**config.mk**
```make
export PLATFORM = sky130hd
export DESIGN_NAME = ordered_array_list_engine
export DESIGN_NICKNAME = d
export VERILOG_FILES = /design/src/hw/rtl/oal_pkg.sv /design/src/hw/rtl/oal_ram.sv /design/src/hw/rtl/oal_ctrl.sv /design/src/hw/rtl/ordered_array_list_engine.sv
export SDC_FILE = /design/constraint.sdc
export NUM_CORES = 1
export LEC_CHECK = 0
export ABC_AREA = 1
export CAP_MARGIN = 10
export CORE_MARGIN = 4
export CORE_UTILIZATION = 55
export DETAILED_ROUTE_END_ITERATION = 6
export DONT_BUFFER_PORTS = 1
export PLACE_DENSITY = 0.84
export SKIP_LAST_GASP = 1
export SLEW_MARGIN = 20
export SYNTH_ARGS = -nofsm -noshare
export SYNTH_HDL_FRONTEND = slang
export SYNTH_SLANG_ARGS = --single-unit
```
**constraint.sdc**
```tcl
create_clock -name aclk -period 3.5 [get_ports aclk]
set_input_delay 0.7 -clock aclk [delete_from_list [all_inputs] [get_ports aclk]]
set_output_delay 0.7 -clock aclk [all_outputs]
set_load 0.05 [all_outputs]
```
**src/hw/rtl/oal_pkg.sv**
```systemverilog
`default_nettype none

package oal_pkg;

    // Default list depth in entries
    localparam int DEPTH_DEF = 16;

    // Field widths fixed by the interface
    localparam int OP_W    = 3;
    localparam int VAL_W   = 32;
    localparam int CNT_W   = 5;
    localparam int ST_W    = 3;
    localparam int FOUND_W = 4;

    // Capacity after reset
    localparam logic [CNT_W-1:0] CAP_RESET = 5'd16;

    // Opcodes
    localparam logic [OP_W-1:0] OP_APPEND = 3'd0;
    localparam logic [OP_W-1:0] OP_INSERT = 3'd1;
    localparam logic [OP_W-1:0] OP_REMOVE = 3'd2;
    localparam logic [OP_W-1:0] OP_POP    = 3'd3;
    localparam logic [OP_W-1:0] OP_SEARCH = 3'd4;
    localparam logic [OP_W-1:0] OP_CLEAR  = 3'd5;

    // Status codes
    localparam logic [ST_W-1:0] ST_OK       = 3'd0;
    localparam logic [ST_W-1:0] ST_FULL     = 3'd1;
    localparam logic [ST_W-1:0] ST_EMPTY    = 3'd2;
    localparam logic [ST_W-1:0] ST_BADPOS   = 3'd3;
    localparam logic [ST_W-1:0] ST_NOTFOUND = 3'd4;

    // Command transaction
    typedef struct packed {
        logic [OP_W-1:0]         opcode;
        logic signed [VAL_W-1:0] value;
        logic [CNT_W-1:0]        position;
    } in_t;

    // Result transaction
    typedef struct packed {
        logic [ST_W-1:0]    status;
        logic [FOUND_W-1:0] found_position;
        logic [CNT_W-1:0]   entry_count;
        logic               full_flag;
        logic               empty_flag;
    } out_t;

    // Sequencer states
    typedef enum logic [3:0] {
        S_IDLE,
        S_DECODE,
        S_INS_RD,
        S_INS_WR,
        S_INS_PUT,
        S_REM_RD,
        S_REM_WR,
        S_SRCH_RD,
        S_SRCH_CMP,
        S_DONE
    } state_t;

endpackage

`default_nettype wire

```
**src/hw/rtl/oal_ram.sv**
```systemverilog
`default_nettype none

module oal_ram #(
    parameter int DEPTH = oal_pkg::DEPTH_DEF
) (
    input  wire logic                          aclk,
    input  wire logic                          wr_en,
    input  wire logic [$clog2(DEPTH)-1:0]      wr_addr,
    input  wire logic [oal_pkg::VAL_W-1:0]     wr_data,
    input  wire logic                          rd_en,
    input  wire logic [$clog2(DEPTH)-1:0]      rd_addr,
    output logic      [oal_pkg::VAL_W-1:0]     rd_data
);

    logic [oal_pkg::VAL_W-1:0] mem [DEPTH];
    logic [oal_pkg::VAL_W-1:0] rd_data_reg;

    // Write port
    always_ff @(posedge aclk) begin
        if (wr_en) begin
            mem[wr_addr] <= wr_data;
        end
    end

    // Registered read port
    always_ff @(posedge aclk) begin
        if (rd_en) begin
            rd_data_reg <= mem[rd_addr];
        end
    end

    assign rd_data = rd_data_reg;

endmodule

`default_nettype wire

```
**src/hw/rtl/oal_ctrl.sv**
```systemverilog
`default_nettype none

module oal_ctrl #(
    parameter int DEPTH = oal_pkg::DEPTH_DEF
) (
    input  wire logic                          aclk,
    input  wire logic                          aresetn,
    // effective capacity; the user must keep it stable except while idle, unchecked here
    input  wire logic [oal_pkg::CNT_W-1:0]     cap_eff,
    // command side
    input  wire logic                          in_valid,
    output logic                               in_ready,
    input  wire oal_pkg::in_t                  in_data,
    // result side
    input  wire logic                          out_free,
    output logic                               done,
    output oal_pkg::out_t                      result,
    // entry memory
    output logic                               wr_en,
    output logic [$clog2(DEPTH)-1:0]           wr_addr,
    output logic [oal_pkg::VAL_W-1:0]          wr_data,
    output logic                               rd_en,
    output logic [$clog2(DEPTH)-1:0]           rd_addr,
    input  wire logic [oal_pkg::VAL_W-1:0]     rd_data
);

    localparam int AW = $clog2(DEPTH);
    localparam int CW = oal_pkg::CNT_W;
    localparam int FW = oal_pkg::FOUND_W;

    oal_pkg::state_t state_reg, state_next;

    logic [oal_pkg::OP_W-1:0]  op_reg;
    logic [oal_pkg::VAL_W-1:0] val_reg;
    logic [CW-1:0]             pos_reg;
    logic [CW-1:0]             idx_reg, idx_next;
    logic [CW-1:0]             cnt_reg, cnt_next;
    logic [oal_pkg::ST_W-1:0]  status_reg, status_next;
    logic [FW-1:0]             found_reg, found_next;

    // Shared index stepper and compare unit
    logic          step_up;
    logic [CW-1:0] idx_step;
    logic [CW-1:0] cnt_inc;
    logic [CW-1:0] cnt_dec;
    logic          is_full;
    logic          list_empty;
    logic          ins_bad;
    logic          rem_bad;
    logic          match;

    assign step_up  = (state_reg == oal_pkg::S_REM_RD)  || (state_reg == oal_pkg::S_REM_WR) ||
                      (state_reg == oal_pkg::S_SRCH_RD) || (state_reg == oal_pkg::S_SRCH_CMP);
    assign idx_step = idx_reg + (step_up ? CW'(1) : {CW{1'b1}});
    assign cnt_inc  = cnt_reg + CW'(1);
    assign cnt_dec  = cnt_reg - CW'(1);
    assign is_full  = (cnt_reg >= cap_eff);
    assign list_empty = (cnt_reg == '0);
    assign ins_bad  = (pos_reg > cnt_reg);
    assign rem_bad  = (pos_reg >= cnt_reg);
    assign match    = (rd_data == val_reg);

    // Next state
    always_comb begin
        state_next = state_reg;
        unique case (state_reg)
            oal_pkg::S_IDLE: begin
                if (in_valid) begin
                    state_next = oal_pkg::S_DECODE;
                end
            end
            oal_pkg::S_DECODE: begin
                state_next = oal_pkg::S_DONE;
                case (op_reg)
                    oal_pkg::OP_INSERT: begin
                        if (!is_full && !ins_bad) begin
                            state_next = (cnt_reg == pos_reg) ? oal_pkg::S_INS_PUT
                                                              : oal_pkg::S_INS_RD;
                        end
                    end
                    oal_pkg::OP_REMOVE: begin
                        if (!list_empty && !rem_bad && (pos_reg != cnt_dec)) begin
                            state_next = oal_pkg::S_REM_RD;
                        end
                    end
                    oal_pkg::OP_SEARCH: begin
                        if (!list_empty) begin
                            state_next = oal_pkg::S_SRCH_RD;
                        end
                    end
                    default: begin
                        state_next = oal_pkg::S_DONE;
                    end
                endcase
            end
            oal_pkg::S_INS_RD: begin
                state_next = oal_pkg::S_INS_WR;
            end
            oal_pkg::S_INS_WR: begin
                state_next = (idx_step == pos_reg) ? oal_pkg::S_INS_PUT : oal_pkg::S_INS_RD;
            end
            oal_pkg::S_INS_PUT: begin
                state_next = oal_pkg::S_DONE;
            end
            oal_pkg::S_REM_RD: begin
                state_next = oal_pkg::S_REM_WR;
            end
            oal_pkg::S_REM_WR: begin
                state_next = (idx_step == cnt_dec) ? oal_pkg::S_DONE : oal_pkg::S_REM_RD;
            end
            oal_pkg::S_SRCH_RD: begin
                state_next = oal_pkg::S_SRCH_CMP;
            end
            oal_pkg::S_SRCH_CMP: begin
                state_next = (match || (idx_step == cnt_reg)) ? oal_pkg::S_DONE
                                                              : oal_pkg::S_SRCH_RD;
            end
            oal_pkg::S_DONE: begin
                if (out_free) begin
                    state_next = oal_pkg::S_IDLE;
                end
            end
            default: begin
                state_next = oal_pkg::S_IDLE;
            end
        endcase
    end

    // Datapath next values
    always_comb begin
        idx_next    = idx_reg;
        cnt_next    = cnt_reg;
        status_next = status_reg;
        found_next  = found_reg;
        case (state_reg)
            oal_pkg::S_IDLE: begin
                status_next = oal_pkg::ST_OK;
                found_next  = '0;
            end
            oal_pkg::S_DECODE: begin
                case (op_reg)
                    oal_pkg::OP_APPEND: begin
                        if (is_full) begin
                            status_next = oal_pkg::ST_FULL;
                        end else begin
                            cnt_next = cnt_inc;
                        end
                    end
                    oal_pkg::OP_INSERT: begin
                        if (is_full) begin
                            status_next = oal_pkg::ST_FULL;
                        end else if (ins_bad) begin
                            status_next = oal_pkg::ST_BADPOS;
                        end else begin
                            idx_next = cnt_reg;
                        end
                    end
                    oal_pkg::OP_REMOVE: begin
                        if (list_empty) begin
                            status_next = oal_pkg::ST_EMPTY;
                        end else if (rem_bad) begin
                            status_next = oal_pkg::ST_BADPOS;
                        end else begin
                            idx_next = pos_reg;
                            // removing the last entry needs no shift
                            if (pos_reg == cnt_dec) begin
                                cnt_next = cnt_dec;
                            end
                        end
                    end
                    oal_pkg::OP_POP: begin
                        if (list_empty) begin
                            status_next = oal_pkg::ST_EMPTY;
                        end else begin
                            cnt_next = cnt_dec;
                        end
                    end
                    oal_pkg::OP_SEARCH: begin
                        if (list_empty) begin
                            status_next = oal_pkg::ST_NOTFOUND;
                        end else begin
                            idx_next = '0;
                        end
                    end
                    oal_pkg::OP_CLEAR: begin
                        cnt_next = '0;
                    end
                    default: begin
                        cnt_next = cnt_reg;
                    end
                endcase
            end
            oal_pkg::S_INS_WR: begin
                idx_next = idx_step;
            end
            oal_pkg::S_INS_PUT: begin
                cnt_next = cnt_inc;
            end
            oal_pkg::S_REM_WR: begin
                idx_next = idx_step;
                if (idx_step == cnt_dec) begin
                    cnt_next = cnt_dec;
                end
            end
            oal_pkg::S_SRCH_CMP: begin
                idx_next = idx_step;
                if (match) begin
                    found_next = idx_reg[FW-1:0];
                end else if (idx_step == cnt_reg) begin
                    status_next = oal_pkg::ST_NOTFOUND;
                end
            end
            default: begin
                idx_next = idx_reg;
            end
        endcase
    end

    // Outputs: handshake and memory port
    always_comb begin
        in_ready = (state_reg == oal_pkg::S_IDLE);
        done     = (state_reg == oal_pkg::S_DONE);
        wr_en    = 1'b0;
        wr_addr  = AW'(idx_reg);
        wr_data  = rd_data;
        rd_en    = 1'b0;
        rd_addr  = AW'(idx_step);
        unique case (state_reg)
            oal_pkg::S_DECODE: begin
                if ((op_reg == oal_pkg::OP_APPEND) && !is_full) begin
                    wr_en   = 1'b1;
                    wr_addr = AW'(cnt_reg);
                    wr_data = val_reg;
                end
            end
            oal_pkg::S_INS_RD, oal_pkg::S_REM_RD: begin
                rd_en = 1'b1;
            end
            oal_pkg::S_INS_WR, oal_pkg::S_REM_WR: begin
                wr_en = 1'b1;
            end
            oal_pkg::S_INS_PUT: begin
                wr_en   = 1'b1;
                wr_addr = AW'(pos_reg);
                wr_data = val_reg;
            end
            oal_pkg::S_SRCH_RD: begin
                rd_en   = 1'b1;
                rd_addr = AW'(idx_reg);
            end
            default: begin
                wr_en = 1'b0;
            end
        endcase
    end

    // Result of the finished command
    always_comb begin
        result.status         = status_reg;
        result.found_position = found_reg;
        result.entry_count    = cnt_reg;
        result.full_flag      = is_full;
        result.empty_flag     = list_empty;
    end

    // Control registers
    always_ff @(posedge aclk) begin
        if (!aresetn) begin
            state_reg  <= oal_pkg::S_IDLE;
            cnt_reg    <= '0;
            idx_reg    <= '0;
            status_reg <= oal_pkg::ST_OK;
            found_reg  <= '0;
        end else begin
            state_reg  <= state_next;
            cnt_reg    <= cnt_next;
            idx_reg    <= idx_next;
            status_reg <= status_next;
            found_reg  <= found_next;
        end
    end

    // Command capture
    always_ff @(posedge aclk) begin
        if (in_valid && in_ready) begin
            op_reg  <= in_data.opcode;
            val_reg <= in_data.value;
            pos_reg <= in_data.position;
        end
    end

endmodule

`default_nettype wire

```
**src/hw/rtl/ordered_array_list_engine.sv**
```systemverilog
`default_nettype none

// Ordered list of signed 32-bit entries with append, insert, remove, pop,
// search and clear commands.
// Commands arrive on the s_ channel (valid/ready) and each gives exactly
// one result on the m_ channel (valid/ready), in command order.
// One command is worked at a time; s_ready is low until its result has
// moved into the output register. A single index stepper walks the entry
// memory, whose read data is registered, so each entry moved or compared
// takes a read state and then a write or compare state:
//   append, pop, clear, no-op, rejected commands: decode, then the result
//   insert: decode, a read and a write per entry above the position, then the put
//   remove: decode, a read and a write per entry above the position
//   search: decode, a read and a compare per entry until a match or the end
// The result register frees the engine: a new command may be taken while
// a result waits; if m_ready stays low the next result holds in the engine.
// cfg_wr_en writes the capacity register at once; write it only while no
// command is in flight.
// Reset (aresetn low, synchronous) empties the list and sets capacity to 16.
module ordered_array_list_engine #(
    parameter int DEPTH = oal_pkg::DEPTH_DEF
) (
    input  wire logic                          aclk,
    input  wire logic                          aresetn,
    input  wire logic                          cfg_wr_en,
    input  wire logic [oal_pkg::CNT_W-1:0]     cfg_wr_data,
    input  wire logic                          s_valid,
    output logic                               s_ready,
    input  wire oal_pkg::in_t                  s_data,
    output logic                               m_valid,
    input  wire logic                          m_ready,
    output oal_pkg::out_t                      m_data
);

    localparam int AW      = $clog2(DEPTH);
    localparam int CW      = oal_pkg::CNT_W;
    localparam int CAP_MAX = (DEPTH > 31) ? 31 : DEPTH;

    logic [CW-1:0]              capacity_reg;
    logic [CW-1:0]              cap_eff;
    logic                       m_valid_reg;
    oal_pkg::out_t              m_data_reg;
    logic                       out_free;
    logic                       done;
    oal_pkg::out_t              result;
    logic                       wr_en;
    logic [AW-1:0]              wr_addr;
    logic [oal_pkg::VAL_W-1:0]  wr_data;
    logic                       rd_en;
    logic [AW-1:0]              rd_addr;
    logic [oal_pkg::VAL_W-1:0]  rd_data;

    // Capacity register
    always_ff @(posedge aclk) begin
        if (!aresetn) begin
            capacity_reg <= oal_pkg::CAP_RESET;
        end else if (cfg_wr_en) begin
            capacity_reg <= cfg_wr_data;
        end
    end

    // Capacity saturates at the memory depth or 31, whichever is less
    assign cap_eff = (capacity_reg > CW'(CAP_MAX)) ? CW'(CAP_MAX) : capacity_reg;

    // Output register
    assign out_free = !m_valid_reg || m_ready;

    always_ff @(posedge aclk) begin
        if (!aresetn) begin
            m_valid_reg <= 1'b0;
        end else if (out_free) begin
            m_valid_reg <= done;
        end
    end

    always_ff @(posedge aclk) begin
        if (out_free && done) begin
            m_data_reg <= result;
        end
    end

    assign m_valid = m_valid_reg;
    assign m_data  = m_data_reg;

    oal_ctrl #(
        .DEPTH (DEPTH)
    ) u_ctrl (
        .aclk     (aclk),
        .aresetn  (aresetn),
        .cap_eff  (cap_eff),
        .in_valid (s_valid),
        .in_ready (s_ready),
        .in_data  (s_data),
        .out_free (out_free),
        .done     (done),
        .result   (result),
        .wr_en    (wr_en),
        .wr_addr  (wr_addr),
        .wr_data  (wr_data),
        .rd_en    (rd_en),
        .rd_addr  (rd_addr),
        .rd_data  (rd_data)
    );

    oal_ram #(
        .DEPTH (DEPTH)
    ) u_ram (
        .aclk    (aclk),
        .wr_en   (wr_en),
        .wr_addr (wr_addr),
        .wr_data (wr_data),
        .rd_en   (rd_en),
        .rd_addr (rd_addr),
        .rd_data (rd_data)
    );

endmodule

`default_nettype wire

```
==> impl_metrics.json <==
{
  "worstHoldEndpoint": "u_ctrl.val_reg[6]$_DFFE_PP_",
  "holdPathStages": 0,
  "cpMaxStageDelayCell": "fa_1",
  "post_drt_wl_per_cell_um": 23.4,
  "period_share_pct": 94.1,
  "fp.dieArea_mm2": 0.0508,
  "ys_seq_area_share_pct": 71.2,
  "drive_gt1_share_pct": 10.5,
  "grt_pass1_wl_um": 97500,
  "tightest_slew_ns": 0.794,
  "synth_area_leader_cell": "edfxtp_1",
  "die_w_um": 225,
  "holdBufCountCts": 0,
  "period_needed_ns": 3.29,
  "synth.cell_area_mm2": 0.0260,
  "drtIter0Drc": 2429,
  "r2r-end": "u_ram.rd_data[24]$_DFFE_PP_",
  "worstRegToRegCells": 14,
  "cts_buffers": 59,
  "rows": 79,
  "grt.total_usage_pct": 24.8,
  "skew_ns": 0.0278,
  "r2r_slack_ns": 0.21,
  "start_kind": "flip-flop",
  "syn_nets": 2165,
  "relSlewSlack_pct": 47.1,
  "cpMostUsedCell": "nand2_1",
  "leakagePower_nw": 9.80,
  "yosysMostFrequentCell": "edfxtp_1",
  "cap_violations": 0,
  "min_path_type": "in2reg",
  "yosys-top-cells-count": "598 x edfxtp_1, 354 x nor2_1, 257 x nand2_1, 148 x o21ai_0, 139 x o21ai_1",
  "dp_hpwl_um": 37000,
  "antenna_found_initial": 0,
  "routed_via_density": 6.36,
  "violations": "design-rule violations",
  "grtUsageMet3_pct": 5.13,
  "drt_wl_total_um": 64700,
  "clock_path_buffers": 3,
  "grt_util_met2_pct": 40.3,
  "power_mw": 29.5,
  "cp-end-kind": "flip-flop",
  "synth_edf_count": 598,
  "cts_tree": "done",
  "arrival_ns": 3.66,
  "synth_cells": 2098,
  "async_flop_share_pct": 0,
  "nNetsFinal": 2178,
  "dr.pass1.iters": 7,
  "clk_pin_slew_ns": 0.06,
  "cp_max_fo": 34,
  "drcViolationCount": 1,
  "die_y_um": 225,
  "fill_cells": 3245,
  "fmax_mhz": 304,
  "ir_drop_v": 0.000985,
  "ios": 66,
  "rsz0062_at_grt": "false",
  "top_usage_layer": "met2",
  "vias": 17598,
  "start_util_pct": 55.7,
  "netlist.area_leader.share_pct": 69.1,
  "gp_congestion": 0.883,
  "synth.top_cells.by_area": "edfxtp_1 69%, nor2_1 5.1%, nand2_1 3.7%",
  "clock_latency_ns": 0.64,
  "hp-start": "s_data[11]",
  "utilization_pct": 62.4,
  "grt_pass1_vias": 17032,
  "slew_viol_final": 0,
  "area_growth_pct": 12.0,
  "crit_required_ns": 3.87,
  "cp-startpoint": "u_ctrl.state_reg[3]$_SDFFE_PN0P_",
  "n_antenna_cell": 0,
  "reg2reg_from": "u_ctrl.state_reg[3]$_SDFFE_PN0P_",
  "met1_usage_pct": 34.2,
  "max_stage_delay_ns": 0.67,
  "htree_levels": 2,
  "largest_reg_flops": 512,
  "overflow": 0,
  "powerDensity_mw_per_mm2": 1010,
  "ant_nets": 0,
  "cts-root-buf": "clkbuf_16",
  "post_synth.cell_area_avg_um2": 12.4,
  "core_area_mm2": 0.0467,
  "port_buffers": 0,
  "dp_cells": 2656,
  "status": "complete, but fails checks",
  "ys_warn_count": 0,
  "final_cell_count_no_fill": 2768,
  "setup_violations": 0,
  "synth_cell_types": 39,
  "path_cells": "inv_2, nor2_1, nand2_1, nand2_1, inv_1, fa_1, nand2_1, o21ai_4, inv_2, buf_12, o21ai_1, o22ai_1, o211ai_1, nand2_1",
  "synth_seq_cells": 625,
  "cts.sinks": 625,
  "hold_violations": 0,
  "crit_type": "reg2reg",
  "grt_max_degree": 97,
  "synthFlopType": "edfxtp_1"
}
[cell usage in the layout (no fill, tap or decap), drive strengths merged, types with 29 or more instances in the layout]
master | synthesis | routed
nand2 | 263 | 263
o22ai | 48 | 48
nand3 | 77 | 77
nor2 | 360 | 360
clkbuf | 17 | 67
buf | 98 | 67
inv | 78 | 80
o221ai | 92 | 92
o211ai | 40 | 40
o21ai | 290 | 290
edfxtp | 598 | 598
clkinv | 0 | 29
[critical path, delay by kind of cell, from the launching register on]
kind                     cells  cell delay [ns]
adder cells (fa/ha/maj)      1             0.67
AND/OR/NAND/NOR              5             0.72
AO/OA/AOI/OAI                4             0.57
buffers and inverters        4             0.68
flip-flops                   1             0.40
[cell type report]
| type | instances | area [um^2] | share of cell area [%] |
|---|---|---|---|
| clock inverter | 44 | 497 | 1.71 |
| tap | 607 | 759 | 2.61 |
| timing repair buffer | 67 | 769 | 2.64 |
| multi-input combinational | 1280 | 6770 | 23.3 |
| clock buffer | 67 | 1510 | 5.18 |
| inverter | 78 | 303 | 1.04 |
| sequential | 625 | 18500 | 63.6 |
[routing by layer]
metal  part of all wire [%]  vias up  wire length, um
met5                      0        -                0
met4                    2.6        0             1690
met3                     12      155             7470
met2                     48     1213            31000
met1                     38     8497            24600
li1                       -     7733                -
[power breakdown]
group,total (mW),internal (mW),leakage (nW),switching (mW)
Clock,6.56,3.78,0.968,2.78
Combinational,12.0,3.65,3.20,8.37
Sequential,10.9,10.4,5.63,0.539
Total,29.5,17.8,9.80,11.7
[stage by stage]
stage                     hold WS (ns)  instance area, um^2  TNS [ns]  worst slack, ns
after CTS                        0.132                29100         0            0.158
after floorplan                  0.403                26000    -19.63          -0.0468
after global routing             0.131                29100         0          0.00606
final                            0.159                29100         0            0.206
after detailed placement         0.416                27100         0            0.187
after global placement           0.417                27100     -4.12           -0.258
[timing repair]
action	in CTS	in global routing
setup endpoints to repair	0	31
gates resized for setup	0	3
endpoints found under the hold margin	0	0
setup buffers	0	1
[worst max-delay path by stage]
stage                                             end  slack [ns]  cells past startpoint
after CTS                 u_ram.rd_data[21]$_DFFE_PP_        0.16                     17
after global routing       u_ram.rd_data[8]$_DFFE_PP_       0.006                     14
final                     u_ram.rd_data[24]$_DFFE_PP_        0.21                     14
after floorplan             u_ram.mem[1][0]$_DFFE_PP_       -0.05                     12
after detailed placement  u_ram.rd_data[21]$_DFFE_PP_        0.19                     17
after global placement    u_ram.mem[11][18]$_DFFE_PP_       -0.26                     10
[cells by family after synthesis]
family	synth area share, %
muxes	0.173
DFF	71.2
and+or+nand+nor	11.5
xor gates and xnor gates	1.21
AOI/OAI and AO/OA	11.7
adders and majority gates	0.847
buffers and inverters	3.43
Power figures use the tool's default switching activity.
